<file path="config.mk">
export PLATFORM = sky130hd
export DESIGN_NAME = rear_detection_risk_grader_flat
export DESIGN_NICKNAME = d
export VERILOG_FILES = /design/src/hw/rtl/rdrg_pkg.sv /design/src/hw/rtl/rdrg_if.sv /design/src/hw/rtl/rear_detection_risk_grader.sv /design/src/hw/rtl/rdrg_cfg_regs.sv /design/src/hw/rtl/rdrg_qualify.sv /design/src/hw/rtl/rdrg_grade.sv /design/src/flat_wrapper.sv
export SDC_FILE = /design/constraint.sdc
export NUM_CORES = 2
export LEC_CHECK = 0
export BUFFER_PORTS_ARGS = -buffer_cell sky130_fd_sc_hd__buf_2
export CORE_MARGIN = 3
export CORE_UTILIZATION = 49
export CTS_CLUSTER_DIAMETER = 50
export DETAILED_ROUTE_END_ITERATION = 10
export PLACE_DENSITY = 0.68
export SLEW_MARGIN = 15
export SYNTH_ARGS = -nofsm -noshare
export SYNTH_HDL_FRONTEND = slang
export SYNTH_SLANG_ARGS = --single-unit
export TNS_END_PERCENT = 20
</file>
<file path="constraint.sdc">
create_clock -name clk_i -period 8.8 [get_ports clk_i]
set_clock_uncertainty 0.05 [all_clocks]
set_input_delay 1.32 -clock clk_i [delete_from_list [all_inputs] [get_ports clk_i]]
set_output_delay 1.32 -clock clk_i [all_outputs]
set_load 0.02 [all_outputs]
</file>
<file path="src/hw/rtl/rdrg_pkg.sv">
// Package: shared constants, register map, codes and helpers of the rear risk grader.
`timescale 1ns / 1ps
`default_nettype none

package rdrg_pkg;

  localparam int unsigned COORD_BITS_DEF    = 12;
  localparam int unsigned FRACTION_BITS_DEF = 16;

  localparam int unsigned CFG_DATA_BITS = 32;
  localparam int unsigned CFG_ADDR_BITS = 5;
  localparam int unsigned CLASS_BITS    = 8;

  // register reset values
  localparam int unsigned RST_FRAME_WIDTH  = 640;
  localparam int unsigned RST_FRAME_HEIGHT = 480;
  localparam int unsigned RST_LEFT_ZONE    = 21845;
  localparam int unsigned RST_RIGHT_ZONE   = 43690;
  localparam int unsigned RST_CONF_FLOOR   = 32768;
  localparam int unsigned RST_DANGER_AREA  = 16384;
  localparam int unsigned RST_CLOSE_AREA   = 6554;

  typedef enum logic [2:0] {
    REG_FRAME_WIDTH  = 3'd0,
    REG_FRAME_HEIGHT = 3'd1,
    REG_LEFT_ZONE    = 3'd2,
    REG_RIGHT_ZONE   = 3'd3,
    REG_CONF_FLOOR   = 3'd4,
    REG_DANGER_AREA  = 3'd5,
    REG_CLOSE_AREA   = 3'd6
  } reg_idx_e;

  typedef enum logic [1:0] {
    RISK_NORMAL    = 2'd0,
    RISK_HINT      = 2'd1,
    RISK_WARNING   = 2'd2,
    RISK_EMERGENCY = 2'd3
  } risk_e;

  typedef enum logic [1:0] {
    ZONE_LEFT   = 2'd0,
    ZONE_CENTER = 2'd1,
    ZONE_RIGHT  = 2'd2
  } zone_e;

  // detector classes that count as rear traffic
  localparam logic [CLASS_BITS-1:0] CLS_PERSON     = 8'd0;
  localparam logic [CLASS_BITS-1:0] CLS_BICYCLE    = 8'd1;
  localparam logic [CLASS_BITS-1:0] CLS_CAR        = 8'd2;
  localparam logic [CLASS_BITS-1:0] CLS_MOTORCYCLE = 8'd3;
  localparam logic [CLASS_BITS-1:0] CLS_BUS        = 8'd5;
  localparam logic [CLASS_BITS-1:0] CLS_TRUCK      = 8'd7;

  // control word of a qualified item between the two stages
  typedef struct packed {
    logic  counts;
    logic  size_ok;
    logic  last;
    zone_e zone;
  } item_ctl_t;

  function automatic logic class_counts(logic [CLASS_BITS-1:0] cls);
    logic hit;
    case (cls) inside
      CLS_PERSON, CLS_BICYCLE, CLS_CAR, CLS_MOTORCYCLE, CLS_BUS, CLS_TRUCK: hit = 1'b1;
      default: hit = 1'b0;
    endcase
    return hit;
  endfunction

endpackage

`default_nettype wire

</file>
<file path="src/hw/rtl/rdrg_if.sv">
// Interfaces: detection input stream and grade result stream.
`timescale 1ns / 1ps
`default_nettype none

interface rdrg_det_if #(
  parameter int unsigned COORD_BITS    = rdrg_pkg::COORD_BITS_DEF,
  parameter int unsigned FRACTION_BITS = rdrg_pkg::FRACTION_BITS_DEF
);
  import rdrg_pkg::*;

  logic                     valid;
  logic                     ready;
  logic                     is_detection;
  logic [CLASS_BITS-1:0]    class_index;
  logic [FRACTION_BITS-1:0] confidence_level;
  logic [COORD_BITS-1:0]    box_left;
  logic [COORD_BITS-1:0]    box_top;
  logic [COORD_BITS-1:0]    box_right;
  logic [COORD_BITS-1:0]    box_bottom;
  logic                     last_in_frame;

  modport source (
    output valid, is_detection, class_index, confidence_level,
           box_left, box_top, box_right, box_bottom, last_in_frame,
    input  ready
  );
  modport sink (
    input  valid, is_detection, class_index, confidence_level,
           box_left, box_top, box_right, box_bottom, last_in_frame,
    output ready
  );
endinterface

interface rdrg_res_if;
  logic valid;
  logic ready;
  logic left_occupied;
  logic center_occupied;
  logic right_occupied;
  logic [1:0] risk_level;

  modport source (
    output valid, left_occupied, center_occupied, right_occupied, risk_level,
    input  ready
  );
  modport sink (
    input  valid, left_occupied, center_occupied, right_occupied, risk_level,
    output ready
  );
endinterface

`default_nettype wire

</file>
<file path="src/hw/rtl/rear_detection_risk_grader.sv">
// Top level: rear detection risk grader with APB-style register port.
`timescale 1ns / 1ps
`default_nettype none

// Takes one detection beat per cycle while det_i.ready is high and returns one
// result beat on each beat marked last_in_frame. A beat passes an input
// register, a filter/zone/area stage and an accumulate/grade stage; the
// output register decouples a stalled sink, which holds back only a
// last_in_frame beat while a result waits. The clock period is set by the
// 12x16 zone multiply in the first stage and the 16x24 threshold multiply in
// the second.
// The frame area used for grading is registered from the size registers and
// is updated in the cycle after a register write.
module rear_detection_risk_grader #(
  parameter int unsigned COORD_BITS    = rdrg_pkg::COORD_BITS_DEF,
  parameter int unsigned FRACTION_BITS = rdrg_pkg::FRACTION_BITS_DEF
) (
  input  wire logic                               clk_i,
  input  wire logic                               rst_ni,
  rdrg_det_if.sink                                det_i,
  rdrg_res_if.source                              res_o,
  input  wire logic                               psel,
  input  wire logic                               penable,
  input  wire logic                               pwrite,
  input  wire logic [rdrg_pkg::CFG_ADDR_BITS-1:0] paddr,
  input  wire logic [rdrg_pkg::CFG_DATA_BITS-1:0] pwdata,
  output logic      [rdrg_pkg::CFG_DATA_BITS-1:0] prdata,
  output logic                                    pready
);
  import rdrg_pkg::*;

  logic [COORD_BITS-1:0]    frame_width, frame_height;
  logic [FRACTION_BITS-1:0] left_zone, right_zone, conf_floor;
  logic [FRACTION_BITS-1:0] danger_area, close_area;
  logic [2*COORD_BITS-1:0]  frame_area;

  logic                     item_valid, item_take;
  item_ctl_t                item_ctl;
  logic [2*COORD_BITS-1:0]  item_area;

  rdrg_cfg_regs #(
    .COORD_BITS    (COORD_BITS),
    .FRACTION_BITS (FRACTION_BITS)
  ) u_cfg (
    .clk_i          (clk_i),
    .rst_ni         (rst_ni),
    .psel           (psel),
    .penable        (penable),
    .pwrite         (pwrite),
    .paddr          (paddr),
    .pwdata         (pwdata),
    .prdata         (prdata),
    .pready         (pready),
    .frame_width_o  (frame_width),
    .frame_height_o (frame_height),
    .left_zone_o    (left_zone),
    .right_zone_o   (right_zone),
    .conf_floor_o   (conf_floor),
    .danger_area_o  (danger_area),
    .close_area_o   (close_area),
    .frame_area_o   (frame_area)
  );

  rdrg_qualify #(
    .COORD_BITS    (COORD_BITS),
    .FRACTION_BITS (FRACTION_BITS)
  ) u_qualify (
    .clk_i          (clk_i),
    .rst_ni         (rst_ni),
    .det_i          (det_i),
    .frame_width_i  (frame_width),
    .frame_height_i (frame_height),
    .left_zone_i    (left_zone),
    .right_zone_i   (right_zone),
    .conf_floor_i   (conf_floor),
    .item_valid_o   (item_valid),
    .item_ctl_o     (item_ctl),
    .item_area_o    (item_area),
    .item_take_i    (item_take)
  );

  rdrg_grade #(
    .COORD_BITS    (COORD_BITS),
    .FRACTION_BITS (FRACTION_BITS)
  ) u_grade (
    .clk_i         (clk_i),
    .rst_ni        (rst_ni),
    .item_valid_i  (item_valid),
    .item_ctl_i    (item_ctl),
    .item_area_i   (item_area),
    .item_take_o   (item_take),
    .danger_area_i (danger_area),
    .close_area_i  (close_area),
    .frame_area_i  (frame_area),
    .res_o         (res_o)
  );

endmodule

`default_nettype wire

</file>
<file path="src/hw/rtl/rdrg_cfg_regs.sv">
// Configuration registers behind the APB-style port, plus the registered frame area.
`timescale 1ns / 1ps
`default_nettype none

module rdrg_cfg_regs #(
  parameter int unsigned COORD_BITS    = rdrg_pkg::COORD_BITS_DEF,
  parameter int unsigned FRACTION_BITS = rdrg_pkg::FRACTION_BITS_DEF
) (
  input  wire logic                               clk_i,
  input  wire logic                               rst_ni,
  input  wire logic                               psel,
  input  wire logic                               penable,
  input  wire logic                               pwrite,
  input  wire logic [rdrg_pkg::CFG_ADDR_BITS-1:0] paddr,
  input  wire logic [rdrg_pkg::CFG_DATA_BITS-1:0] pwdata,
  output logic      [rdrg_pkg::CFG_DATA_BITS-1:0] prdata,
  output logic                                    pready,
  output logic      [COORD_BITS-1:0]              frame_width_o,
  output logic      [COORD_BITS-1:0]              frame_height_o,
  output logic      [FRACTION_BITS-1:0]           left_zone_o,
  output logic      [FRACTION_BITS-1:0]           right_zone_o,
  output logic      [FRACTION_BITS-1:0]           conf_floor_o,
  output logic      [FRACTION_BITS-1:0]           danger_area_o,
  output logic      [FRACTION_BITS-1:0]           close_area_o,
  output logic      [2*COORD_BITS-1:0]            frame_area_o
);
  import rdrg_pkg::*;

  logic [COORD_BITS-1:0]    frame_width_q, frame_height_q;
  logic [FRACTION_BITS-1:0] left_zone_q, right_zone_q, conf_floor_q;
  logic [FRACTION_BITS-1:0] danger_area_q, close_area_q;
  logic [2*COORD_BITS-1:0]  frame_area_q, frame_area_d;
  logic                     wr_en;
  reg_idx_e                 idx;

  assign pready = 1'b1;
  assign wr_en  = psel && penable && pwrite && pready;
  assign idx    = reg_idx_e'(paddr[CFG_ADDR_BITS-1:2]);

  always_ff @(posedge clk_i or negedge rst_ni) begin
    if (!rst_ni) begin
      frame_width_q  <= COORD_BITS'(RST_FRAME_WIDTH);
      frame_height_q <= COORD_BITS'(RST_FRAME_HEIGHT);
      left_zone_q    <= FRACTION_BITS'(RST_LEFT_ZONE);
      right_zone_q   <= FRACTION_BITS'(RST_RIGHT_ZONE);
      conf_floor_q   <= FRACTION_BITS'(RST_CONF_FLOOR);
      danger_area_q  <= FRACTION_BITS'(RST_DANGER_AREA);
      close_area_q   <= FRACTION_BITS'(RST_CLOSE_AREA);
    end else if (wr_en) begin
      unique case (idx)
        REG_FRAME_WIDTH:  frame_width_q  <= pwdata[COORD_BITS-1:0];
        REG_FRAME_HEIGHT: frame_height_q <= pwdata[COORD_BITS-1:0];
        REG_LEFT_ZONE:    left_zone_q    <= pwdata[FRACTION_BITS-1:0];
        REG_RIGHT_ZONE:   right_zone_q   <= pwdata[FRACTION_BITS-1:0];
        REG_CONF_FLOOR:   conf_floor_q   <= pwdata[FRACTION_BITS-1:0];
        REG_DANGER_AREA:  danger_area_q  <= pwdata[FRACTION_BITS-1:0];
        REG_CLOSE_AREA:   close_area_q   <= pwdata[FRACTION_BITS-1:0];
        default: ;
      endcase
    end
  end

  always_comb begin
    unique case (idx)
      REG_FRAME_WIDTH:  prdata = CFG_DATA_BITS'(frame_width_q);
      REG_FRAME_HEIGHT: prdata = CFG_DATA_BITS'(frame_height_q);
      REG_LEFT_ZONE:    prdata = CFG_DATA_BITS'(left_zone_q);
      REG_RIGHT_ZONE:   prdata = CFG_DATA_BITS'(right_zone_q);
      REG_CONF_FLOOR:   prdata = CFG_DATA_BITS'(conf_floor_q);
      REG_DANGER_AREA:  prdata = CFG_DATA_BITS'(danger_area_q);
      REG_CLOSE_AREA:   prdata = CFG_DATA_BITS'(close_area_q);
      default:          prdata = '0;
    endcase
  end

  // area product is only needed by the second stage, so it can be registered
  assign frame_area_d = (2*COORD_BITS)'(frame_width_q) * (2*COORD_BITS)'(frame_height_q);

  always_ff @(posedge clk_i or negedge rst_ni) begin
    if (!rst_ni) begin
      frame_area_q <= (2*COORD_BITS)'(RST_FRAME_WIDTH * RST_FRAME_HEIGHT);
    end else begin
      frame_area_q <= frame_area_d;
    end
  end

  assign frame_width_o  = frame_width_q;
  assign frame_height_o = frame_height_q;
  assign left_zone_o    = left_zone_q;
  assign right_zone_o   = right_zone_q;
  assign conf_floor_o   = conf_floor_q;
  assign danger_area_o  = danger_area_q;
  assign close_area_o   = close_area_q;
  assign frame_area_o   = frame_area_q;

endmodule

`default_nettype wire

</file>
<file path="src/hw/rtl/rdrg_qualify.sv">
// First stage: input register, class/confidence filter, zone pick and box area.
`timescale 1ns / 1ps
`default_nettype none

module rdrg_qualify #(
  parameter int unsigned COORD_BITS    = rdrg_pkg::COORD_BITS_DEF,
  parameter int unsigned FRACTION_BITS = rdrg_pkg::FRACTION_BITS_DEF
) (
  input  wire logic                      clk_i,
  input  wire logic                      rst_ni,
  rdrg_det_if.sink                       det_i,
  input  wire logic [COORD_BITS-1:0]     frame_width_i,
  input  wire logic [COORD_BITS-1:0]     frame_height_i,
  input  wire logic [FRACTION_BITS-1:0]  left_zone_i,
  input  wire logic [FRACTION_BITS-1:0]  right_zone_i,
  input  wire logic [FRACTION_BITS-1:0]  conf_floor_i,
  output logic                           item_valid_o,
  output rdrg_pkg::item_ctl_t            item_ctl_o,
  output logic      [2*COORD_BITS-1:0]   item_area_o,
  input  wire logic                      item_take_i
);
  import rdrg_pkg::*;

  localparam int unsigned PROD_BITS = COORD_BITS + FRACTION_BITS;
  localparam int unsigned CX_BITS   = PROD_BITS + 1;

  // input register
  logic                     v1_q;
  logic                     is_det_q, last_q;
  logic [CLASS_BITS-1:0]    cls_q;
  logic [FRACTION_BITS-1:0] conf_q;
  logic [COORD_BITS-1:0]    bl_q, bt_q, br_q, bb_q;

  // stage register toward the grader
  logic                     v2_q;
  item_ctl_t                ctl_q, ctl_d;
  logic [2*COORD_BITS-1:0]  area_q, area_d;

  logic                     en1, en2;
  logic                     size_ok;
  logic [COORD_BITS:0]      sum_x;
  logic [PROD_BITS-1:0]     lprod, rprod;
  logic [CX_BITS-1:0]       cx2, lb2, rb2;
  logic [COORD_BITS-1:0]    dx, dy;

  assign en2         = !v2_q || item_take_i;
  assign en1         = !v1_q || en2;
  assign det_i.ready = en1;

  always_ff @(posedge clk_i or negedge rst_ni) begin
    if (!rst_ni) begin
      v1_q <= 1'b0;
    end else if (en1) begin
      v1_q <= det_i.valid;
    end
  end

  always_ff @(posedge clk_i) begin
    if (en1 && det_i.valid) begin
      is_det_q <= det_i.is_detection;
      cls_q    <= det_i.class_index;
      conf_q   <= det_i.confidence_level;
      bl_q     <= det_i.box_left;
      bt_q     <= det_i.box_top;
      br_q     <= det_i.box_right;
      bb_q     <= det_i.box_bottom;
      last_q   <= det_i.last_in_frame;
    end
  end

  // center compare is done at twice the scale so the halving stays exact
  assign size_ok = (frame_width_i != '0) && (frame_height_i != '0);
  assign sum_x   = {1'b0, bl_q} + {1'b0, br_q};
  assign cx2     = {sum_x, {FRACTION_BITS{1'b0}}};
  assign lprod   = PROD_BITS'(frame_width_i) * PROD_BITS'(left_zone_i);
  assign rprod   = PROD_BITS'(frame_width_i) * PROD_BITS'(right_zone_i);
  assign lb2     = {lprod, 1'b0};
  assign rb2     = {rprod, 1'b0};

  // inverted boxes collapse to zero span
  assign dx     = (br_q >= bl_q) ? (br_q - bl_q) : '0;
  assign dy     = (bb_q >= bt_q) ? (bb_q - bt_q) : '0;
  assign area_d = (2*COORD_BITS)'(dx) * (2*COORD_BITS)'(dy);

  always_comb begin
    ctl_d.counts  = is_det_q && size_ok && class_counts(cls_q) && (conf_q >= conf_floor_i);
    ctl_d.size_ok = size_ok;
    ctl_d.last    = last_q;
    if (cx2 < lb2) begin
      ctl_d.zone = ZONE_LEFT;
    end else if (cx2 > rb2) begin
      ctl_d.zone = ZONE_RIGHT;
    end else begin
      ctl_d.zone = ZONE_CENTER;
    end
  end

  always_ff @(posedge clk_i or negedge rst_ni) begin
    if (!rst_ni) begin
      v2_q <= 1'b0;
    end else if (en2) begin
      v2_q <= v1_q;
    end
  end

  always_ff @(posedge clk_i) begin
    if (en2 && v1_q) begin
      ctl_q  <= ctl_d;
      area_q <= area_d;
    end
  end

  assign item_valid_o = v2_q;
  assign item_ctl_o   = ctl_q;
  assign item_area_o  = area_q;

endmodule

`default_nettype wire

</file>
<file path="src/hw/rtl/rdrg_grade.sv">
// Second stage: area grading, per-frame accumulation and the result register.
`timescale 1ns / 1ps
`default_nettype none

module rdrg_grade #(
  parameter int unsigned COORD_BITS    = rdrg_pkg::COORD_BITS_DEF,
  parameter int unsigned FRACTION_BITS = rdrg_pkg::FRACTION_BITS_DEF
) (
  input  wire logic                      clk_i,
  input  wire logic                      rst_ni,
  input  wire logic                      item_valid_i,
  input  wire rdrg_pkg::item_ctl_t       item_ctl_i,
  input  wire logic [2*COORD_BITS-1:0]   item_area_i,
  output logic                           item_take_o,
  input  wire logic [FRACTION_BITS-1:0]  danger_area_i,
  input  wire logic [FRACTION_BITS-1:0]  close_area_i,
  input  wire logic [2*COORD_BITS-1:0]   frame_area_i,
  rdrg_res_if.source                     res_o
);
  import rdrg_pkg::*;

  localparam int unsigned THR_BITS = 2*COORD_BITS + FRACTION_BITS;

  logic                left_q, center_q, right_q;
  logic                left_d, center_d, right_d;
  risk_e               worst_q, worst_d, risk;
  logic                fire;

  logic                out_v_q;
  logic                out_left_q, out_center_q, out_right_q;
  risk_e               out_risk_q;

  logic [THR_BITS-1:0] thr_danger, thr_close, scaled;

  // non-last beats never need the result register
  assign item_take_o = !item_ctl_i.last || !out_v_q || res_o.ready;
  assign fire        = item_valid_i && item_take_o;

  assign thr_danger = THR_BITS'(danger_area_i) * THR_BITS'(frame_area_i);
  assign thr_close  = THR_BITS'(close_area_i) * THR_BITS'(frame_area_i);
  assign scaled     = {item_area_i, {FRACTION_BITS{1'b0}}};

  always_comb begin
    if (scaled >= thr_danger) begin
      risk = RISK_EMERGENCY;
    end else if (scaled >= thr_close) begin
      risk = RISK_WARNING;
    end else if ({scaled, 1'b0} >= {1'b0, thr_close}) begin
      risk = RISK_HINT;
    end else begin
      risk = RISK_NORMAL;
    end
  end

  always_comb begin
    left_d   = left_q;
    center_d = center_q;
    right_d  = right_q;
    worst_d  = worst_q;
    if (item_ctl_i.counts) begin
      case (item_ctl_i.zone)
        ZONE_LEFT:  left_d   = 1'b1;
        ZONE_RIGHT: right_d  = 1'b1;
        default:    center_d = 1'b1;
      endcase
      if (risk > worst_q) begin
        worst_d = risk;
      end
    end
  end

  always_ff @(posedge clk_i or negedge rst_ni) begin
    if (!rst_ni) begin
      left_q   <= 1'b0;
      center_q <= 1'b0;
      right_q  <= 1'b0;
      worst_q  <= RISK_NORMAL;
    end else if (fire) begin
      if (item_ctl_i.last) begin
        left_q   <= 1'b0;
        center_q <= 1'b0;
        right_q  <= 1'b0;
        worst_q  <= RISK_NORMAL;
      end else begin
        left_q   <= left_d;
        center_q <= center_d;
        right_q  <= right_d;
        worst_q  <= worst_d;
      end
    end
  end

  always_ff @(posedge clk_i or negedge rst_ni) begin
    if (!rst_ni) begin
      out_v_q <= 1'b0;
    end else if (fire && item_ctl_i.last) begin
      out_v_q <= 1'b1;
    end else if (res_o.ready) begin
      out_v_q <= 1'b0;
    end
  end

  // zero frame size blanks the whole result
  always_ff @(posedge clk_i) begin
    if (fire && item_ctl_i.last) begin
      out_left_q   <= item_ctl_i.size_ok && left_d;
      out_center_q <= item_ctl_i.size_ok && center_d;
      out_right_q  <= item_ctl_i.size_ok && right_d;
      out_risk_q   <= item_ctl_i.size_ok ? worst_d : RISK_NORMAL;
    end
  end

  assign res_o.valid           = out_v_q;
  assign res_o.left_occupied   = out_left_q;
  assign res_o.center_occupied = out_center_q;
  assign res_o.right_occupied  = out_right_q;
  assign res_o.risk_level      = out_risk_q;

endmodule

`default_nettype wire

</file>
<file path="src/flat_wrapper.sv">
// flat-port wrapper written by rule: the top's interface ports become plain ports
module rear_detection_risk_grader_flat import rdrg_pkg::*;
#(
  parameter int unsigned COORD_BITS    = rdrg_pkg::COORD_BITS_DEF,
  parameter int unsigned FRACTION_BITS = rdrg_pkg::FRACTION_BITS_DEF
)
  (clk_i, rst_ni, psel, penable, pwrite, paddr, pwdata, prdata, pready, det_i_valid, det_i_is_detection, det_i_class_index, det_i_confidence_level, det_i_box_left, det_i_box_top, det_i_box_right, det_i_box_bottom, det_i_last_in_frame, det_i_ready, res_o_valid, res_o_left_occupied, res_o_center_occupied, res_o_right_occupied, res_o_risk_level, res_o_ready);
  rdrg_det_if #(.COORD_BITS(COORD_BITS), .FRACTION_BITS(FRACTION_BITS)) det_i_i ();
  rdrg_res_if res_o_i ();
  input  wire logic clk_i;
  input  wire logic rst_ni;
  input  wire logic psel;
  input  wire logic penable;
  input  wire logic pwrite;
  input  wire logic [rdrg_pkg::CFG_ADDR_BITS-1:0] paddr;
  input  wire logic [rdrg_pkg::CFG_DATA_BITS-1:0] pwdata;
  output logic      [rdrg_pkg::CFG_DATA_BITS-1:0] prdata;
  output logic pready;
  input wire logic [$bits(det_i_i.valid)-1:0] det_i_valid;
  input wire logic [$bits(det_i_i.is_detection)-1:0] det_i_is_detection;
  input wire logic [$bits(det_i_i.class_index)-1:0] det_i_class_index;
  input wire logic [$bits(det_i_i.confidence_level)-1:0] det_i_confidence_level;
  input wire logic [$bits(det_i_i.box_left)-1:0] det_i_box_left;
  input wire logic [$bits(det_i_i.box_top)-1:0] det_i_box_top;
  input wire logic [$bits(det_i_i.box_right)-1:0] det_i_box_right;
  input wire logic [$bits(det_i_i.box_bottom)-1:0] det_i_box_bottom;
  input wire logic [$bits(det_i_i.last_in_frame)-1:0] det_i_last_in_frame;
  output wire logic [$bits(det_i_i.ready)-1:0] det_i_ready;
  output wire logic [$bits(res_o_i.valid)-1:0] res_o_valid;
  output wire logic [$bits(res_o_i.left_occupied)-1:0] res_o_left_occupied;
  output wire logic [$bits(res_o_i.center_occupied)-1:0] res_o_center_occupied;
  output wire logic [$bits(res_o_i.right_occupied)-1:0] res_o_right_occupied;
  output wire logic [$bits(res_o_i.risk_level)-1:0] res_o_risk_level;
  input wire logic [$bits(res_o_i.ready)-1:0] res_o_ready;
  assign det_i_i.valid = det_i_valid;
  assign det_i_i.is_detection = det_i_is_detection;
  assign det_i_i.class_index = det_i_class_index;
  assign det_i_i.confidence_level = det_i_confidence_level;
  assign det_i_i.box_left = det_i_box_left;
  assign det_i_i.box_top = det_i_box_top;
  assign det_i_i.box_right = det_i_box_right;
  assign det_i_i.box_bottom = det_i_box_bottom;
  assign det_i_i.last_in_frame = det_i_last_in_frame;
  assign det_i_ready = det_i_i.ready;
  assign res_o_valid = res_o_i.valid;
  assign res_o_left_occupied = res_o_i.left_occupied;
  assign res_o_center_occupied = res_o_i.center_occupied;
  assign res_o_right_occupied = res_o_i.right_occupied;
  assign res_o_risk_level = res_o_i.risk_level;
  assign res_o_i.ready = res_o_ready;
  rear_detection_risk_grader #(.COORD_BITS(COORD_BITS), .FRACTION_BITS(FRACTION_BITS)) u_core (.clk_i(clk_i), .rst_ni(rst_ni), .det_i(det_i_i), .res_o(res_o_i), .psel(psel), .penable(penable), .pwrite(pwrite), .paddr(paddr), .pwdata(pwdata), .prdata(prdata), .pready(pready));
endmodule
</file>
* Word level (Yosys, flattened, before mapping) *
Index checks and enable logic that the tools add are counted.

storage, ports and cells
  register bits = 244
  latch bits = 0
  bits in writable memories = 0
  memory bits (read-only) = 0
  output and inout port bits = 40
  logic and storage cells = 120
  memories = 0

cells by class
  add/subtract/negate cells = 3
  $mul = 6
  divide/modulo/power cells = 0
  $lt $le $gt $ge = 9
  equality and inequality tests = 12
  shift-type cells = 0
  multiplexer cells = 22
  bitwise logic cells = 0
  reduce and logical (&&, ||, !) cells = 36

operators with widths
  kind                  count
  $pmux W16 S7          1
  $ge A40 B40 Y1        2
  $mul A16 B24 Y40      2
  $mul A12 B16 Y28      2
  $mul A12 B12 Y24      2
  $ge A41 B40 Y1        1
  $gt A29 B29 Y1        1
  $lt A29 B29 Y1        1
  $ge A12 B12 Y1        2
  $mux W12              2
  $reduce_bool A12 Y1   2
  $sub A12 B12 Y12      2
  $eq A8 B2 Y1 const B  2
  $eq A8 B3 Y1 const B  2
  $ge A16 B16 Y1        1
  $reduce_and A2 Y1     7
  $add A12 B12 Y13      1
  $logic_and A1 B1 Y1   13
  $mux W1               13
  $mux W2               6
  $eq A3 B3 Y1 const B  3
  $eq A8 B1 Y1 const B  1
  $logic_not A8 Y1      1
  $eq A3 B2 Y1 const B  2
  other kinds (10)      16

* Depth between registers and ports, before layout *
  depth after elaboration = 9
  mapped depth = 47
  depth with buffers taken out = 46

* By module *
A second synthesis with hierarchy kept.

unflattened totals
  cell total of the unflattened synthesis = 6611
  area total of the unflattened synthesis = 59859.9 sq um

by module, submodules not included
  module         times used  cells an instance  area each (sq um)
  rdrg_grade     1           3128               26753.2
  rdrg_qualify   1           2502               22711.8
  rdrg_cfg_regs  1           981                10395.0

* Least setup slack after synthesis *
Ideal clock, no wire load.

  path kind = reg-to-reg
  start point = register u_core.u_cfg.close_area_q[7], in the netlist u_core.u_cfg.close_area_o[7]
  end point = register u_core.u_grade.worst_q[0]
  library setup time = 0.124 ns
  data arrival time = 8.607 ns
  required time = 8.626 ns
  setup slack = 0.018 ns
  cell stages (with the launch flop) = 44
  period minus slack after synthesis = 8.782 ns
  path through = dfstp_2 > clkbuf_1 > clkbuf_1 > nand2_1 > fa_1 > inv_1 > fa_1 > inv_1 > fa_1 > inv_1 > fa_1 > fa_1 > inv_1 > fa_1 > inv_1 > ha_1 > buf_6 > a21oi_2 > [... 8 more ...] > a21o_1 > a21oi_1 > nor2_1 > a2111oi_0 > nor2_1 > a311oi_1 > a21oi_1 > o31ai_1 > o2111ai_1 > a221o_1 > a31oi_4 > ha_1 > nand2_1 > nand2_1 > nor2_1 > o21ai_0 > nand2_1 > o21ai_1

between the ends
  longest elaborated chain between the ends = 9

ends and longest elaborated chain
  item                      RTL line             source
  start: declaration        rdrg_cfg_regs.sv:31  logic [FRACTION_BITS-1:0] danger_area_q, close_area_q;
  start signal: assignment  rdrg_cfg_regs.sv:48  close_area_q <= FRACTION_BITS'(RST_CLOSE_AREA);
  start signal: assignment  rdrg_cfg_regs.sv:57  REG_CLOSE_AREA: close_area_q <= pwdata[FRACTION_BITS-1:0];
  $mul A16 B24 Y40 *        rdrg_grade.sv:40     assign thr_close = THR_BITS'(close_area_i) * THR_BITS'(frame_area_i);
  $ge A41 B40 Y1            rdrg_grade.sv:48     end else if ({scaled, 1'b0} >= {1'b0, thr_close}) begin
  $mux W1                   rdrg_grade.sv:48
  $mux W2 *                 rdrg_grade.sv:46     end else if (scaled >= thr_close) begin
  $mux W2 *                 rdrg_grade.sv:44     if (scaled >= thr_danger) begin
  $gt A2 B2 Y1              rdrg_grade.sv:66     if (risk > worst_q) begin
  $mux W2 *                 rdrg_grade.sv:66
  $mux W2 *                 rdrg_grade.sv:60     if (item_ctl_i.counts) begin
  $mux W2 *                 rdrg_grade.sv:79     if (item_ctl_i.last) begin
  end signal: assignment    rdrg_grade.sv:88     worst_q <= worst_d;
  end: declaration          rdrg_grade.sv:26     risk_e worst_q, worst_d, risk;

Every way passes the cells marked *; elsewhere a longest branch is shown, timed or not.
A chain may end at the register's enable or synchronous reset.

* Worst setup path after layout *
  start point = register u_core.u_cfg.danger_area_q[1], in the netlist u_core.u_cfg.danger_area_o[1]
  end point = register u_core.u_grade.out_risk_q[0], in the netlist u_core.u_grade.res_o.risk_level[0] (data pin)

between the ends
  longest elaborated chain between the ends = 6

ends and longest elaborated chain
  item                      RTL line             source
  start: declaration        rdrg_cfg_regs.sv:31
  start signal: assignment  rdrg_cfg_regs.sv:47  danger_area_q <= FRACTION_BITS'(RST_DANGER_AREA);
  start signal: assignment  rdrg_cfg_regs.sv:56  REG_DANGER_AREA: danger_area_q <= pwdata[FRACTION_BITS-1:0];
  $mul A16 B24 Y40 *        rdrg_grade.sv:39     assign thr_danger = THR_BITS'(danger_area_i) * THR_BITS'(frame_area_i);
  $ge A40 B40 Y1 *          rdrg_grade.sv:44
  $mux W2 *                 rdrg_grade.sv:44
  $gt A2 B2 Y1              rdrg_grade.sv:66
  $mux W2 *                 rdrg_grade.sv:66
  $mux W2 *                 rdrg_grade.sv:60
  end signal: assignment    rdrg_grade.sv:109    out_risk_q <= item_ctl_i.size_ok ? worst_d : RISK_NORMAL;
  end: declaration          rdrg_grade.sv:31     risk_e out_risk_q;

Marked as above.

==> results.txt <==
The clock sink count came out at 243. Counting flops with an async set or reset pin after synthesis yields a share of 56.0%. After global routing the overflow that remains totals 0. The setup-violating endpoint count in the final report came out at 4. The maximum number of pins on one net before global-route repair came out at 93. The root buffer cell chosen for the clock tree is clkbuf_16. In the routed design, unresolved DRC markers number 0. The smallest setup slack after layout is -367 ps.

The worst path in the final design needs a cycle of 9170 ps, including I/O delays and setup. Timing would allow up to 109 MHz. The overall fraction of global-route tracks in use came out at 25.5%. The final number of hold-violating endpoints came out at 0. Counting flops with a built-in enable in the synthesized netlist gives 107. The via count of the first global-routing pass is 47900. Summed over all layers, the routed wires come to 157000 um. In this design, the critical path's most frequently occurring cell is fa_1. The worst setup path is launched from a flop. After synthesis the netlist holds a flip-flop and latch count of 243. The core region is 0.119 sq mm. The relative area change from synthesis to final layout is 12.4%. The total number of placement rows came out at 126. The final standard cell utilization of the core came out at 55.8%.

The die footprint is 0.125 sq mm. The slew of the pin with the lowest slew margin came out at 1060 ps. For this run, the leading register cell type out of synthesis is edfxtp_1.

The checks that failed: negative setup slack. The number of instances in the synthesized netlist came out at 6482. Port buffering added 121 buffers. The half-perimeter wire length after placement came out at 130000 um. The capturing element type of the critical path is a flop.

Setup repair after global routing could not meet its margin everywhere. The length of the first detailed-routing pass in iterations came out at 5. The worst-skew pair later-pin latency came out at 560 ps. The remaining number of nets flagged by the antenna check after routing came out at 0. The violation count after the first detailed-route iteration came out at 2796.

The total count of max-transition violations in the final report is 0. The part of the cycle the worst path needs came out at 104%. The clock tree from TritonCTS is yes. The top-level port count is 158. By startpoint and endpoint, the worst setup path is classified as flop to flop.

The slowest stage of the critical path belongs to the cell fa_1. The starting utilization of the core area came out at 49.7%. The run finished, with violations left. Across the run, the number of max-cap violations was 0. The worst path required time came out at 9130 ps. The min-delay analysis places its worst path in the category flop to flop. The Yosys step of the flow raised 0 warnings. The average detailed-routed wire length per instance is 18.6 um.

The overall via count from detail_route is 45400. The number of antenna violations at the first check in global routing came out at 2. The first global-routing pass estimated 255000 um of wire. The height of the chip came out at 353 um. The number of buffers added by the clock tree synthesis step came out at 36. The data arrival at the endpoint of the critical path came out at 9500 ps. The remaining max-slew budget at the tightest pin is 28.8%.

The mapped cell area is 0.0590 sq mm. In the final design database the tool counted 8657 nets. The mean instance size in the synthesized netlist came out at 9.10 sq um.

In the routed layout, each cell is associated on average with a via count of 5.37. After synthesis, the netlist uses 101 different library cells. Of the cells placed in the final design, the portion with a size suffix greater than 1 is 14.0%. The sum of negative setup slack is -983 ps. The routability congestion estimate from global placement is 0.937. The chip width is 353 um. The maximum fanout along the worst path came out at 5.

The clock-pin slew on the worst setup and hold paths came out at 50 ps. The longest clock path from root to sink contains 3 buffers. The largest stage delay on the critical path came out at 570 ps. The share of the Yosys chip area taken by registers is 11.3%. In this run the number of H-tree levels came out at 2.
[worst paths after layout]
path / from / end / slack, ps / depth (start not counted)
setup / recovery: u_core.u_cfg.danger_area_o[1] / u_core.u_grade.res_o.risk_level[0] / -370 / 39
hold / removal: u_core.u_qualify.last_q / u_core.u_qualify.item_ctl_o[2] / 410 / 0
setup reg to reg: u_core.u_cfg.danger_area_o[1] / u_core.u_grade.res_o.risk_level[0] / -370 / 39
hold reg to reg: u_core.u_qualify.last_q / u_core.u_qualify.item_ctl_o[2] / 410 / 0
max in group asynchronous: rst_ni / u_core.u_grade.res_o.valid / 6670 / 2
min in group asynchronous: rst_ni / u_core.u_cfg.frame_area_o[16] / 790 / 1
[final cells by class]
class	instances	area, sq um
Antenna cell	3	7.51
Clock buffer	41	951
Clock inverter	22	219
Fill cell	10500	52400
Inverter	1293	4850
Multi-Input combinational cell	4637	46600
Sequential cell	243	6680
Tap cell	1600	2000
Timing Repair Buffer	615	4950
[layout by cell type, fill, tap and decap left out, drive strengths merged, types with 92 or more instances in the layout]
| cell type | Yosys | final |
|---|---|---|
| o21ai | 143 | 143 |
| edfxtp | 107 | 107 |
| xnor2 | 102 | 102 |
| nor2 | 149 | 149 |
| buf | 41 | 612 |
| mux2 | 92 | 92 |
| fa | 1095 | 1095 |
| ha | 618 | 618 |
| and2 | 459 | 459 |
| a21oi | 183 | 183 |
| nand2 | 1066 | 1066 |
| dfrtp | 101 | 101 |
| inv | 1293 | 1300 |
[logic make-up (layout without fill, tap and decap cells)]
| kind of cell | count (synthesis) | count (layout) | share of synthesized area [%] |
|---|---|---|---|
| muxes | 118 | 118 | 2.33 |
| and+or+nand+nor | 2000 | 2000 | 16.0 |
| DFF | 243 | 243 | 11.3 |
| AOI/OAI and AO/OA | 626 | 626 | 6.95 |
| buffers and inverters | 1617 | 1971 | 10.6 |
| adders and majority gates | 1715 | 1715 | 50.3 |
| other | 2 | 20 | 0.0127 |
| xor gates and xnor gates | 161 | 161 | 2.48 |
[state kept, by name (all words and copies together) (netlist names), 5 cells and up]
name / cells
u_core.u_qualify.bl_q: 12
u_core.u_qualify.item_ctl_o: 5
u_core.u_cfg.frame_area_o: 24
u_core.u_qualify.bt_q: 12
u_core.u_cfg.conf_floor_o: 16
u_core.u_cfg.right_zone_o: 16
u_core.u_qualify.conf_q: 16
u_core.u_cfg.close_area_o: 16
u_core.u_cfg.frame_height_o: 12
u_core.u_qualify.br_q: 12
u_core.u_cfg.frame_width_o: 12
u_core.u_qualify.bb_q: 12
u_core.u_qualify.item_area_o: 24
u_core.u_cfg.left_zone_o: 16
u_core.u_qualify.cls_q: 7
u_core.u_cfg.danger_area_o: 16
[metrics by stage]
stage / hold slack, ps / cell area [sq um] / setup WS [ps] / cells
6_report: 410 / 66300 / -367 / 8454
5_1_grt: 425 / 66300 / -766 / 8451
4_1_cts: 418 / 66000 / -191 / 8443
3_5_place_dp: 377 / 64200 / -976 / 8356
3_3_place_gp: 355 / 64200 / -780 / 8356
2_1_floorplan: 350 / 59000 / 18.4 / 6497
[routing by layer]
| metal | vias to the layer above | GRT usage (%) | wire length [um] |
|---|---|---|---|
| met5 | - | 0 | 0 |
| li1 | 20600 | - | - |
| met4 | 0 | 10.3 | 7360 |
| met2 | 1526 | 42.9 | 75200 |
| met1 | 23000 | 33.1 | 63300 |
| met3 | 307 | 3.70 | 10900 |
[cells in the mapped netlist (18+ instances only)]
| master | n | share of area, % |
|---|---|---|
| and2_1 | 457 | 4.8 |
| nand4_1 | 31 | 0.33 |
| mux2_2 | 92 | 1.8 |
| edfxtp_1 | 107 | 5.4 |
| dfstp_2 | 35 | 1.6 |
| inv_1 | 1293 | 8.2 |
| nand2b_1 | 32 | 0.34 |
| fa_1 | 1095 | 37 |
| nor4_1 | 18 | 0.19 |
| xnor2_1 | 100 | 1.5 |
| nor2b_1 | 43 | 0.46 |
| a31oi_1 | 19 | 0.20 |
| clkbuf_1 | 281 | 1.8 |
| mux2i_1 | 20 | 0.34 |
| o21bai_1 | 32 | 0.41 |
| nor3_1 | 66 | 0.56 |
| dfrtp_1 | 101 | 4.3 |
| a21oi_1 | 178 | 1.5 |
| nand2_1 | 1066 | 6.8 |
| xor2_1 | 57 | 0.85 |
| o21ai_0 | 122 | 1.0 |
| nor2_1 | 149 | 0.95 |
| and3_1 | 19 | 0.20 |
| a21o_1 | 76 | 0.97 |
| ha_1 | 618 | 13 |
| nand3_1 | 50 | 0.42 |
[critical path, delay by kind of cell, from the launching register on]
| family | cells | cell delay (ps) |
|---|---|---|
| adders and majority gates | 9 | 3990 |
| AOI/OAI and AO/OA | 13 | 2230 |
| and+or+nand+nor | 11 | 1370 |
| buffers and inverters | 5 | 710 |
| DFF | 1 | 480 |
| xor gates and xnor gates | 1 | 130 |
[what timing repair did]
item                       4_1_cts  5_1_grt
setup endpoints to repair        4       11
buffers inserted                22        7
resized for setup               87       42
hold endpoints to repair         0        0
hold buffers                     0        0
pin swaps                       61       31
gates cloned                     2        1
Power is not shown: default switching activity piles up to over one toggle a cycle in this logic, so the estimate is an artifact.
